**config.mk**
```make
export PLATFORM = sky130hd
export DESIGN_NAME = npcs_ctrl
export DESIGN_NICKNAME = d
export VERILOG_FILES = /design/src/rtl/core/npcs_pkg.sv /design/src/rtl/core/npcs_ctrl.sv
export SDC_FILE = /design/constraint.sdc
export NUM_CORES = 1
export LEC_CHECK = 0
export BUFFER_PORTS_ARGS = -buffer_cell sky130_fd_sc_hd__buf_2
export CORE_AREA = 4 4 41 43
export DETAILED_ROUTE_END_ITERATION = 6
export DIE_AREA = 0 0 45 47
export GPL_TIMING_DRIVEN = 0
export PLACE_DENSITY = 0.48
export SLEW_MARGIN = 20
export SYNTH_ARGS = -nofsm -noshare
export SYNTH_HDL_FRONTEND = slang
export SYNTH_SLANG_ARGS = --single-unit
```
**constraint.sdc**
```tcl
create_clock -name clk -period 4.5 [get_ports clk]
set_input_delay 0.225 -clock clk [delete_from_list [all_inputs] [get_ports clk]]
set_output_delay 0.225 -clock clk [all_outputs]
set_load 0.01 [all_outputs]
```
**src/rtl/core/npcs_pkg.sv**
```systemverilog
// Package with shared constants, types and helpers of the nearest palette colour search.
`timescale 1ns / 1ps

package npcs_pkg;

    // Palette depth default and fixed field widths.
    localparam int DEFAULT_PALETTE_ENTRIES = 256;
    localparam int CHAN_IN_W               = 10;
    localparam int CHAN_W                  = 8;
    localparam int ENTRY_W                 = 3 * CHAN_W;
    localparam int INDEX_IN_W              = 8;
    localparam int SQ_W                    = 2 * CHAN_W;
    localparam int DIST_W                  = SQ_W + 2;
    localparam int RESULT_W                = 25;
    localparam int MODE_W                  = 3;

    // Channel saturation limit and early-exit distance.
    localparam logic [CHAN_W-1:0] CHAN_MAX    = 8'd255;
    localparam logic [DIST_W-1:0] NEAR_ENOUGH = 18'd8;

    // Opcodes of an input beat.
    localparam logic OP_WRITE = 1'b0;
    localparam logic OP_QUERY = 1'b1;

    // Screen depth codes.
    localparam logic [MODE_W-1:0] MODE_SEARCH       = 3'd1;
    localparam logic [MODE_W-1:0] MODE_RGB565       = 3'd2;
    localparam logic [MODE_W-1:0] MODE_RGB888       = 3'd4;
    localparam logic [MODE_W-1:0] PIXEL_BYTES_RESET = MODE_SEARCH;

    // Commands from the controller to the datapath.
    typedef struct packed {
        logic wr_en;
        logic clr_step;
        logic load_query;
        logic scan_step;
        logic out_load;
    } cmd_t;

    // Status from the datapath to the controller.
    typedef struct packed {
        logic clr_last;
        logic scan_issued_all;
        logic scan_done;
        logic out_free;
        logic search_mode;
    } status_t;

    // Clamp a 10-bit channel to 8 bits.
    function automatic logic [CHAN_W-1:0] sat_chan(input logic [CHAN_IN_W-1:0] v);
        logic [CHAN_W-1:0] res;
        if (v > CHAN_IN_W'(CHAN_MAX))
        begin
            res = CHAN_MAX;
        end
        else
        begin
            res = v[CHAN_W-1:0];
        end
        return res;
    endfunction

endpackage

```
**src/rtl/core/npcs_ctrl.sv**
```systemverilog
// Controller state machine: clearing pass, beat acceptance, palette scan and result hand-off.
`timescale 1ns / 1ps

module npcs_ctrl (
    input  logic                clk,
    input  logic                rst_n,
    input  logic                item_valid,
    input  logic                item_opcode,
    output logic                item_ready,
    input  npcs_pkg::status_t   stat,
    output npcs_pkg::cmd_t      cmd
);

    localparam logic [1:0] ST_CLEAR  = 2'd0;
    localparam logic [1:0] ST_IDLE   = 2'd1;
    localparam logic [1:0] ST_SCAN   = 2'd2;
    localparam logic [1:0] ST_FINISH = 2'd3;

    logic [1:0] state_reg;
    logic [1:0] state_next;
    logic       accept;

    assign item_ready = (state_reg == ST_IDLE);
    assign accept     = item_valid && item_ready;

    // Next state and command decode.
    always_comb
    begin
        state_next = state_reg;
        cmd        = '0;
        case (state_reg)
            ST_CLEAR:
            begin
                cmd.clr_step = 1'b1;
                if (stat.clr_last)
                begin
                    state_next = ST_IDLE;
                end
            end
            ST_IDLE:
            begin
                if (accept)
                begin
                    if (item_opcode == npcs_pkg::OP_WRITE)
                    begin
                        cmd.wr_en = 1'b1;
                    end
                    else
                    begin
                        cmd.load_query = 1'b1;
                        state_next     = stat.search_mode ? ST_SCAN : ST_FINISH;
                    end
                end
            end
            ST_SCAN:
            begin
                cmd.scan_step = !stat.scan_issued_all && !stat.scan_done;
                if (stat.scan_done)
                begin
                    state_next = ST_FINISH;
                end
            end
            ST_FINISH:
            begin
                if (stat.out_free)
                begin
                    cmd.out_load = 1'b1;
                    state_next   = ST_IDLE;
                end
            end
            default:
            begin
                state_next = ST_IDLE;
            end
        endcase
    end

    // State register; reset starts the clearing pass.
    always_ff @(posedge clk or negedge rst_n)
    begin
        if (!rst_n)
        begin
            state_reg <= ST_CLEAR;
        end
        else
        begin
            state_reg <= state_next;
        end
    end

endmodule

```
==> impl_metrics.tcl, run 1 <==
set metrics [dict create \
    status "finished clean" \
    postSynthCellCount 24 \
    synthAdderAreaFrac 0.248 \
    die_area_um2 2120 \
    synth_top_area_share 0.248 \
    slew_viol_final 0 \
    async_reset_ff_frac 1.00 \
    routed_wl_um 529 \
    rsz0062_at_grt "false" \
    regArea_um2 50.0 \
    setup_slack_ps 2850 \
    synth_edf_count 0 \
    fin_total_pwr_w 0.000219 \
    grt_usage 0.0624 \
    synthMuxAreaShare 0.0990 \
    cts.clk_slew.worst_paths_ps 30 \
    vias 218 \
    synth-xor-area-share 0 \
    cts.sinks 2 \
    ios 15 \
    nets 58 \
    finalInstanceArea_um2 374 \
    grt_max_degree 5 \
    placed_area_um2 342 \
    rows 13 \
    synth_top_area_cell "ha_1" \
    cpPeakStageDelay_ps 390 \
    max_slew_margin 0.775 \
    clock_skew_ps 0.463 \
    drt_pass1_iterations 1 \
    synthTopCellsByCount "5 x ha_1, 3 x inv_1, 2 x dfrtp_1, 2 x nor2_1, 2 x nor2b_1" \
    initial_utilization 0.194 \
    power.density_nw_per_um2 585 \
    final_hold_viol_count 0 \
    yosysMostFrequentCell "ha_1" \
    critPathSlowestCell "dfrtp_1" \
    first_global_vias 245 \
    critPathBufInv 1 \
    core_area_um2 1300 \
    drc 0 \
    cts_root_buf "clkbuf_4" \
    multi_input_area_um2 191 \
    worst_slew_pin_slew_ps 338 \
    drv_cap 0 \
    max_freq_ghz 0.608 \
    hold_ws_ps 323 \
    clockBufferDepth 2 \
    fin_setup_tns_ps 0 \
    ys_warn_count 0 \
    postSynthNetCount 38 \
    place_congestion 0.635 \
    cp_top_family "flip-flops" \
    ys.flop_type "dfrtp_1" \
    criticalPathCategory "reg -> reg" \
    cp_cell_sequence "inv_1 -> ha_1 -> nor2b_2 -> a2111oi_4 -> mux2_4" \
    ir_drop_uv 242 \
    yosysSeqAreaShare 0.198 \
    synthSimpleGateAreaFrac 0.302 \
    ant_nets 0 \
    grt_pass1_wl_um 876 \
    cts_buffers 3 \
    min_period_ps 1650 \
    synth_compound_area_frac 0.109 \
    cts_max_level 1 \
    routedWlPerCell_um 9.28 \
    startpoint_type "flip-flop" \
    fp.dieH_um 47 \
    synth_area_leaders "ha_1 25%, dfrtp_1 20%, a2111oi_4 11%" \
    ys_types 15 \
    synth_top_family_by_area "simple AND/OR/NAND/NOR gates" \
    fin_crit_sh 0.366 \
    cts_tree "done" \
    via_per_inst 3.82 \
    cp_data_required_time_ps 4600 \
    cp-end-kind "flip-flop" \
    port_buffers 14 \
    critPathMaxFanout 4 \
    globalRouteOverflowTotal 0 \
    largest_reg_flops 2 \
    antenna_cells 0 \
    setup_viol 0 \
    fillers 154 \
    avgSynthCellArea_um2 10.5 \
    ys_ff_latch 2 \
    clkLatencyLatePin_ps 220 \
    min_path_type "in -> async" \
    drt_iter0_markers 0 \
    fp.dieW_um 45 \
    cellLeakagePower_nw 0.209 \
    arrival_ps 1740 \
    synth_area_um2 253 \
    areaGrowthSynthToFinish_pct 48.0 \
    hpwl_um 454 \
    dp_slack_ps 2840 \
    layout-drive-gt1-share 0.548 \
    antenna_found_initial 0 \
]
[power breakdown]
part	internal, W	total (W)	switching [W]
logic	0.0000792	0.000142	0.0000629
clock network	0.0000294	0.0000388	0.00000948
registers	0.0000282	0.0000380	0.00000978
[final cells by class]
cell class                 instances  share of cell area
multi-input combinational         19               0.512
sequential                         2               0.134
inverter                           3              0.0301
timing repair buffer              15               0.214
clock buffer                       3              0.0602
tap                               15              0.0502
[routing by layer]
layer / GRT usage / up-vias / wire [um]
li1: - / 114 / -
met4: 0.0702 / 0 / 0
met5: 0 / - / 0
met1: 0.0567 / 92 / 211
met2: 0.0989 / 12 / 244
met3: 0.0268 / 0 / 73
[final timing paths]
check | cells past startpoint | slack, ps | to | from
setup reg to reg | 5 | 2850 | state_reg[1]$_DFFE_PN0P_ | state_reg[0]$_DFFE_PN0P_
min in group clk | 4 | 430 | state_reg[0]$_DFFE_PN0P_ | item_valid
setup / recovery | 5 | 2850 | state_reg[1]$_DFFE_PN0P_ | state_reg[0]$_DFFE_PN0P_
hold / removal | 2 | 320 | state_reg[0]$_DFFE_PN0P_ | rst_n
max in group asynchronous | 2 | 4080 | state_reg[1]$_DFFE_PN0P_ | rst_n
hold reg to reg | 1 | 580 | state_reg[1]$_DFFE_PN0P_ | state_reg[1]$_DFFE_PN0P_
[cells by family (layout without fill, tap and decap cells)]
kind of cell	after synthesis	in the layout
buf+inv	3	21
mux	2	2
compound gates	1	1
simple gates	11	11
flops	2	2
fa+ha+maj	5	5
[cells in the final DEF, fill, tap and decap left out]
cell type / synthesis / layout
mux2_4: 1 / 1
clkbuf_4: 0 / 3
nand2_2: 1 / 1
nor2b_1: 2 / 2
mux2i_1: 1 / 1
inv_1: 3 / 3
dlygate4sd3_1: 0 / 1
nor2b_2: 1 / 1
nor2_1: 2 / 2
dfrtp_1: 2 / 2
nor2b_4: 1 / 1
and2b_2: 1 / 1
buf_2: 0 / 14
nand3_1: 1 / 1
nor3b_1: 1 / 1
ha_1: 5 / 5
and2_1: 1 / 1
a2111oi_4: 1 / 1
[through the flow]
step	utilization	instances
after detailed placement	0.263	53
after global placement	0.263	53
after global routing	0.288	57
after CTS	0.288	57
final	0.288	57
after floorplan	-	24
[timing repair]
| action | in CTS | in global routing |
|---|---|---|
| setup endpoints to repair | 0 | 0 |
| hold endpoints to repair | 2 | 0 |
| hold buffers | 1 | 0 |
| buffers inserted | 0 | 0 |
| resized for setup | 0 | 0 |
No activity file was read; power rests on OpenSTA's default activity.
==> run 2: changes to the inputs <==
--- a/config.mk
+++ b/config.mk
@@ -10,7 +10,7 @@
 export DETAILED_ROUTE_END_ITERATION = 6
 export DIE_AREA = 0 0 45 47
 export GPL_TIMING_DRIVEN = 0
-export PLACE_DENSITY = 0.48
+export PLACE_DENSITY = 0.5
 export SLEW_MARGIN = 20
 export SYNTH_ARGS = -nofsm -noshare
 export SYNTH_HDL_FRONTEND = slang
==> constraint.sdc (replaced) <==
create_clock -name clk -period 1.34 [get_ports clk]
set_input_delay 0.067 -clock clk [delete_from_list [all_inputs] [get_ports clk]]
set_output_delay 0.067 -clock clk [all_outputs]
set_load 0.01 [all_outputs]
==> impl_metrics.tcl, run 2 (synthesis results as in run 1) <==
set metrics [dict create \
    status "complete, but fails checks" \
    violations "setup timing" \
    fin_setup_tns_ps -633 \
    grt_max_degree 5 \
    reg2reg_slack_ps -230 \
    dp.cells 53 \
    fin_total_pwr_w 0.000949 \
    clockBufferDepth 2 \
    globalRouteOverflowTotal 0 \
    stdcell_count 61 \
    criticalPathCategory "reg -> reg" \
    antenna_found_initial 0 \
    cts_max_level 1 \
    cts.clk_slew.worst_paths_ps 30 \
    antenna_cells 0 \
    startpoint_type "flip-flop" \
    port_buffers 14 \
    fp.dieH_um 47 \
    nets 62 \
    slew_viol_final 0 \
    fp.dieW_um 45 \
    clkLatencyLatePin_ps 230 \
    final_common_cell "buf_2" \
    final_hold_viol_count 0 \
    cp-end-kind "flip-flop" \
    place_congestion 0.693 \
    cts_buffers 3 \
    arrival_ps 1670 \
    max_freq_ghz 0.639 \
    min_path_type "in -> async" \
    first_global_vias 237 \
    hpwl_um 434 \
    cp_data_required_time_ps 1450 \
    r2r_end "state_reg[1]$_DFFE_PN0P_" \
    cts.sinks 2 \
    grt_pass1_wl_um 972 \
    rsz0062_at_grt "true" \
    layout-drive-gt1-share 0.761 \
    power.density_nw_per_um2 2090 \
    cts_root_buf "clkbuf_4" \
    cpPeakStageDelay_ps 420 \
    setup_viol 5 \
    startpoint "state_reg[1]$_DFFE_PN0P_" \
    drt_pass1_iterations 2 \
    largest_reg_flops 2 \
    ant_nets 0 \
    setup_slack_ps -226 \
    cp_cell_sequence "inv_2 -> ha_2 -> a2111oi_4 -> mux2_4" \
    rows 13 \
    reg2reg_depth 4 \
    critPathSlowestCell "dfrtp_2" \
    drv_cap 0 \
    vias 239 \
    areaGrowthSynthToFinish_pct 79.7 \
    routedWlPerCell_um 10.0 \
    initial_utilization 0.194 \
    via_per_inst 3.92 \
    cts_tree "done" \
    cellLeakagePower_nw 0.223 \
    drc 0 \
    min_period_ps 1570 \
    worst_slew_pin_slew_ps 318 \
    grt_usage 0.0696 \
    hold_ws_ps 155 \
    die_area_um2 2120 \
    ios 15 \
    critPathMaxFanout 4 \
    r2r-start "state_reg[1]$_DFFE_PN0P_" \
    fin_crit_sh 1.17 \
    clock_skew_ps 1.36 \
    cp_top_family "flip-flops" \
    drt_iter0_markers 2 \
    ir_drop_uv 1010 \
    max_slew_margin 0.788 \
    critPathBufInv 1 \
    routed_wl_um 612 \
    core_area_um2 1300 \
    layout_common_cells "14 x buf_2, 4 x buf_4, 3 x ha_4, 3 x clkbuf_4" \
]
## run 2: cell types whose count changed in the layout (fill, tap and decap cells not counted), moves of 2 or more
cell     previous run  this run
ha_1                5         1
dfrtp_1             2         0
buf_4               0         4
ha_4                0         3
inv_1               3         1
dfrtp_2             0         2
## run 2: stage by stage
stage	area [um^2]	setup slack (ps)	utilization
after floorplan	255	-240	-
after global placement	344	-343	0.264
after detailed placement	344	-326	0.264
after CTS	452	-227	0.347
after global routing	454	-306	0.349
final	454	-226	0.349
## run 2: cell type report
| cell class | instances | area [um^2] |
|---|---|---|
| clock buffer | 3 | 22.5 |
| fill | 143 | 847 |
| inverter | 3 | 13.8 |
| multi-input combinational | 19 | 236 |
| sequential | 2 | 52.6 |
| tap | 15 | 18.8 |
| timing repair buffer | 19 | 110 |
## run 2: power by group
group          switching [W]  internal, W  total, W
logic               0.000255     0.000393  0.000648
registers          0.0000641     0.000101  0.000165
clock network      0.0000369    0.0000990  0.000136
## run 2: worst max path at each step
stage	endpoint	slack [ps]	cells after the start
global route	state_reg[1]$_DFFE_PN0P_	-310	4
finish	state_reg[1]$_DFFE_PN0P_	-230	4
global placement	state_reg[1]$_DFFE_PN0P_	-340	5
detailed placement	state_reg[1]$_DFFE_PN0P_	-330	5
floorplan	state_reg[1]$_DFFE_PN0P_	-240	5
CTS	state_reg[1]$_DFFE_PN0P_	-230	4
## run 2: metal layers
layer  vias up  global-route usage  routed length [um]
met5         -                   0                   0
met4         0              0.0877                  14
met3         2              0.0115                  75
met2        15               0.105                 274
met1        98              0.0752                 246
li1        124                   -                   -
## run 2: timing repair
action	4_1_cts	5_1_grt
hold endpoints to repair	2	0
buffers inserted	4	0
endpoints found under the setup margin	5	5
hold buffers	1	0
pin swaps	1	1
resized for setup	10	1
==> run 3: changes to the inputs <==
--- a/config.mk
+++ b/config.mk
@@ -5,13 +5,14 @@
 export SDC_FILE = /design/constraint.sdc
 export NUM_CORES = 1
 export LEC_CHECK = 0
+export ABC_AREA = 1
 export BUFFER_PORTS_ARGS = -buffer_cell sky130_fd_sc_hd__buf_2
 export CORE_AREA = 4 4 41 43
 export DETAILED_ROUTE_END_ITERATION = 6
 export DIE_AREA = 0 0 45 47
 export GPL_TIMING_DRIVEN = 0
 export PLACE_DENSITY = 0.5
-export SLEW_MARGIN = 20
+export SLEW_MARGIN = 25
 export SYNTH_ARGS = -nofsm -noshare
 export SYNTH_HDL_FRONTEND = slang
 export SYNTH_SLANG_ARGS = --single-unit
==> impl_metrics.tcl, run 3 <==
set metrics [dict create \
    synthMuxAreaShare 0 \
    synth_area_leaders "ha_1 24%, dfrtp_1 20%, inv_1 12%" \
    arrival_ps 1220 \
    rows 13 \
    r2r_end "state_reg[0]$_DFFE_PN0P_" \
    startpoint_type "flip-flop" \
    synth_area_um2 256 \
    p_int_w 0.000469 \
    cp-end-kind "output pin" \
    max_freq_ghz 0.779 \
    drt_pass1_iterations 3 \
    slew_viol_final 0 \
    ios 15 \
    postSynthNetCount 51 \
    setup_viol 0 \
    hpwl_um 488 \
    via_per_inst 3.85 \
    areaGrowthSynthToFinish_pct 67.3 \
    synthAdderAreaFrac 0.244 \
    yosysSeqAreaShare 0.195 \
    synth-xor-area-share 0 \
    p_switching_w 0.000415 \
    fin_setup_tns_ps 0 \
    fin_crit_sh 0.959 \
    ys_types 12 \
    p_sw_frac 0.469 \
    synth_top_area_cell "ha_1" \
    max_slew_margin 0.895 \
    synth_top_area_share 0.244 \
    clockBufferDepth 2 \
    grt_usage 0.0680 \
    place_congestion 0.773 \
    ys_warn_count 0 \
    placed_area_um2 345 \
    synth_top_family_by_area "simple AND/OR/NAND/NOR gates" \
    criticalPathCategory "reg -> out" \
    utilization 0.330 \
    core_area_um2 1300 \
    first_global_vias 250 \
    synthSimpleGateAreaFrac 0.395 \
    port_buffers 14 \
    min_period_ps 1280 \
    vias 277 \
    routedWlPerCell_um 8.86 \
    synth_compound_area_frac 0.0341 \
    cts.sinks 2 \
    fp.dieW_um 45 \
    ant_nets 0 \
    async_reset_ff_frac 1.00 \
    antenna_cells 0 \
    status "finished clean" \
    routed_wl_um 638 \
    antenna_found_initial 0 \
    cellLeakagePower_nw 0.248 \
    hold_ws_ps 159 \
    synth_edf_count 0 \
    ys.flop_type "dfrtp_1" \
    postSynthCellCount 37 \
    nets 73 \
    clock_skew_ps 2.36 \
    worst_slew_pin_slew_ps 156 \
    min_path_type "in -> async" \
    cts_root_buf "clkbuf_4" \
    drv_cap 0 \
    cts_max_level 1 \
    drc 0 \
    avgSynthCellArea_um2 6.93 \
    initial_utilization 0.197 \
    clkLatencyLatePin_ps 220 \
    seqPwrFrac 0.157 \
    power.density_nw_per_um2 2060 \
    globalRouteOverflowTotal 0 \
    synthTopCellsByCount "8 x inv_1, 8 x nand2_1, 5 x ha_1" \
    cts.clk_slew.worst_paths_ps 30 \
    fp.dieH_um 47 \
    p_clk_frac 0.150 \
    layout_common_cells "14 x buf_2, 8 x nand2_1, 6 x inv_1" \
    largest_reg_flops 2 \
    die_area_um2 2120 \
    grt_max_degree 5 \
    ys_ff_latch 2 \
    fin_total_pwr_w 0.000884 \
    finalInstanceArea_um2 429 \
    cts_buffers 3 \
    critPathMaxFanout 3 \
    cp_data_required_time_ps 1270 \
    grt_pass1_wl_um 924 \
    r2r-start "state_reg[0]$_DFFE_PN0P_" \
    rsz0062_at_grt "true" \
    final_common_cell "buf_2" \
    ir_drop_uv 897 \
    reg2reg_slack_ps 70 \
    final_hold_viol_count 0 \
    layout-drive-gt1-share 0.596 \
    reg2reg_depth 7 \
    pwr-share-comb 0.694 \
    cts_tree "done" \
    drt_iter0_markers 2 \
]
==> run 3: cell count changes after synthesis, sizes merged, moves of 2 or more <==
cell,change
nand2,+11
nor2,+2
nor2b,-4
inv,+6
==> run 3: worst max-delay path by stage <==
stage / endpoint / depth (start not counted) / slack [ps] / start
6_report: cmd[4] / 5 / 60 / state_reg[1]$_DFFE_PN0P_
5_1_grt: cmd[4] / 5 / -30 / state_reg[1]$_DFFE_PN0P_
4_1_cts: cmd[4] / 5 / 4 / state_reg[1]$_DFFE_PN0P_
3_5_place_dp: state_reg[0]$_DFFE_PN0P_ / 7 / 80 / state_reg[0]$_DFFE_PN0P_
3_3_place_gp: state_reg[0]$_DFFE_PN0P_ / 7 / 90 / state_reg[0]$_DFFE_PN0P_
2_1_floorplan: cmd[4] / 4 / 180 / state_reg[1]$_DFFE_PN0P_
==> run 3: critical path, stage by stage (launching register included) <==
cell	delay, ps
dfrtp_1	370
inv_2	90
ha_2	170
nand2_1	70
nor3b_2	140
buf_2	140
==> run 3: power groups by stage <==
stage	combinational, W	sequential, W	clock [W]
final	0.000613	0.000138	0.000132
after global routing	0.000695	0.000145	0.000153
after CTS	0.000570	0.000125	0.000146
after detailed placement	0.000502	0.000138	0
after global placement	0.000501	0.000135	0
after floorplan	0.000387	0.000127	0
==> run 3: through the flow <==
stage               setup WS, ps  std cells
detailed placement          84.8         66
finish                      55.5         72
global route               -29.6         72
global placement            89.1         66
floorplan                    184         37
CTS                         4.17         72
==> run 3: routing by layer <==
metal | part of all wire | vias to the layer above | global-route usage | routed length (um)
met2 | 0.60 | 5 | 0.107 | 384
met3 | 0.038 | 0 | 0.0230 | 24
met5 | 0 | - | 0 | 0
met1 | 0.36 | 121 | 0.0615 | 229
met4 | 0 | 0 | 0.0877 | 0
li1 | - | 151 | - | -
==> run 3: logic make-up (layout without fill, tap and decap cells) <==
logic type | Yosys count | count (layout)
AOI/OAI and AO/OA | 1 | 1
adders and majority gates | 5 | 5
buffers and inverters | 9 | 29
DFF | 2 | 2
and+or+nand+nor | 20 | 20
==> run 3: final cells by class <==
cell class              count  area [um^2]
clock buffers               3         22.5
fillers                   153          872
inverters                   9         33.8
multi-input cells          26          208
flip-flops and latches      2         51.3
well taps                  15         18.8
repair buffers             17         95.1
==> run 3: repair_timing <==
item                                    4_1_cts  5_1_grt
hold buffers                                  1        0
endpoints found under the setup margin        1        3
gates resized for setup                       2        8
endpoints found under the hold margin         2        0
buffers inserted                              2        0
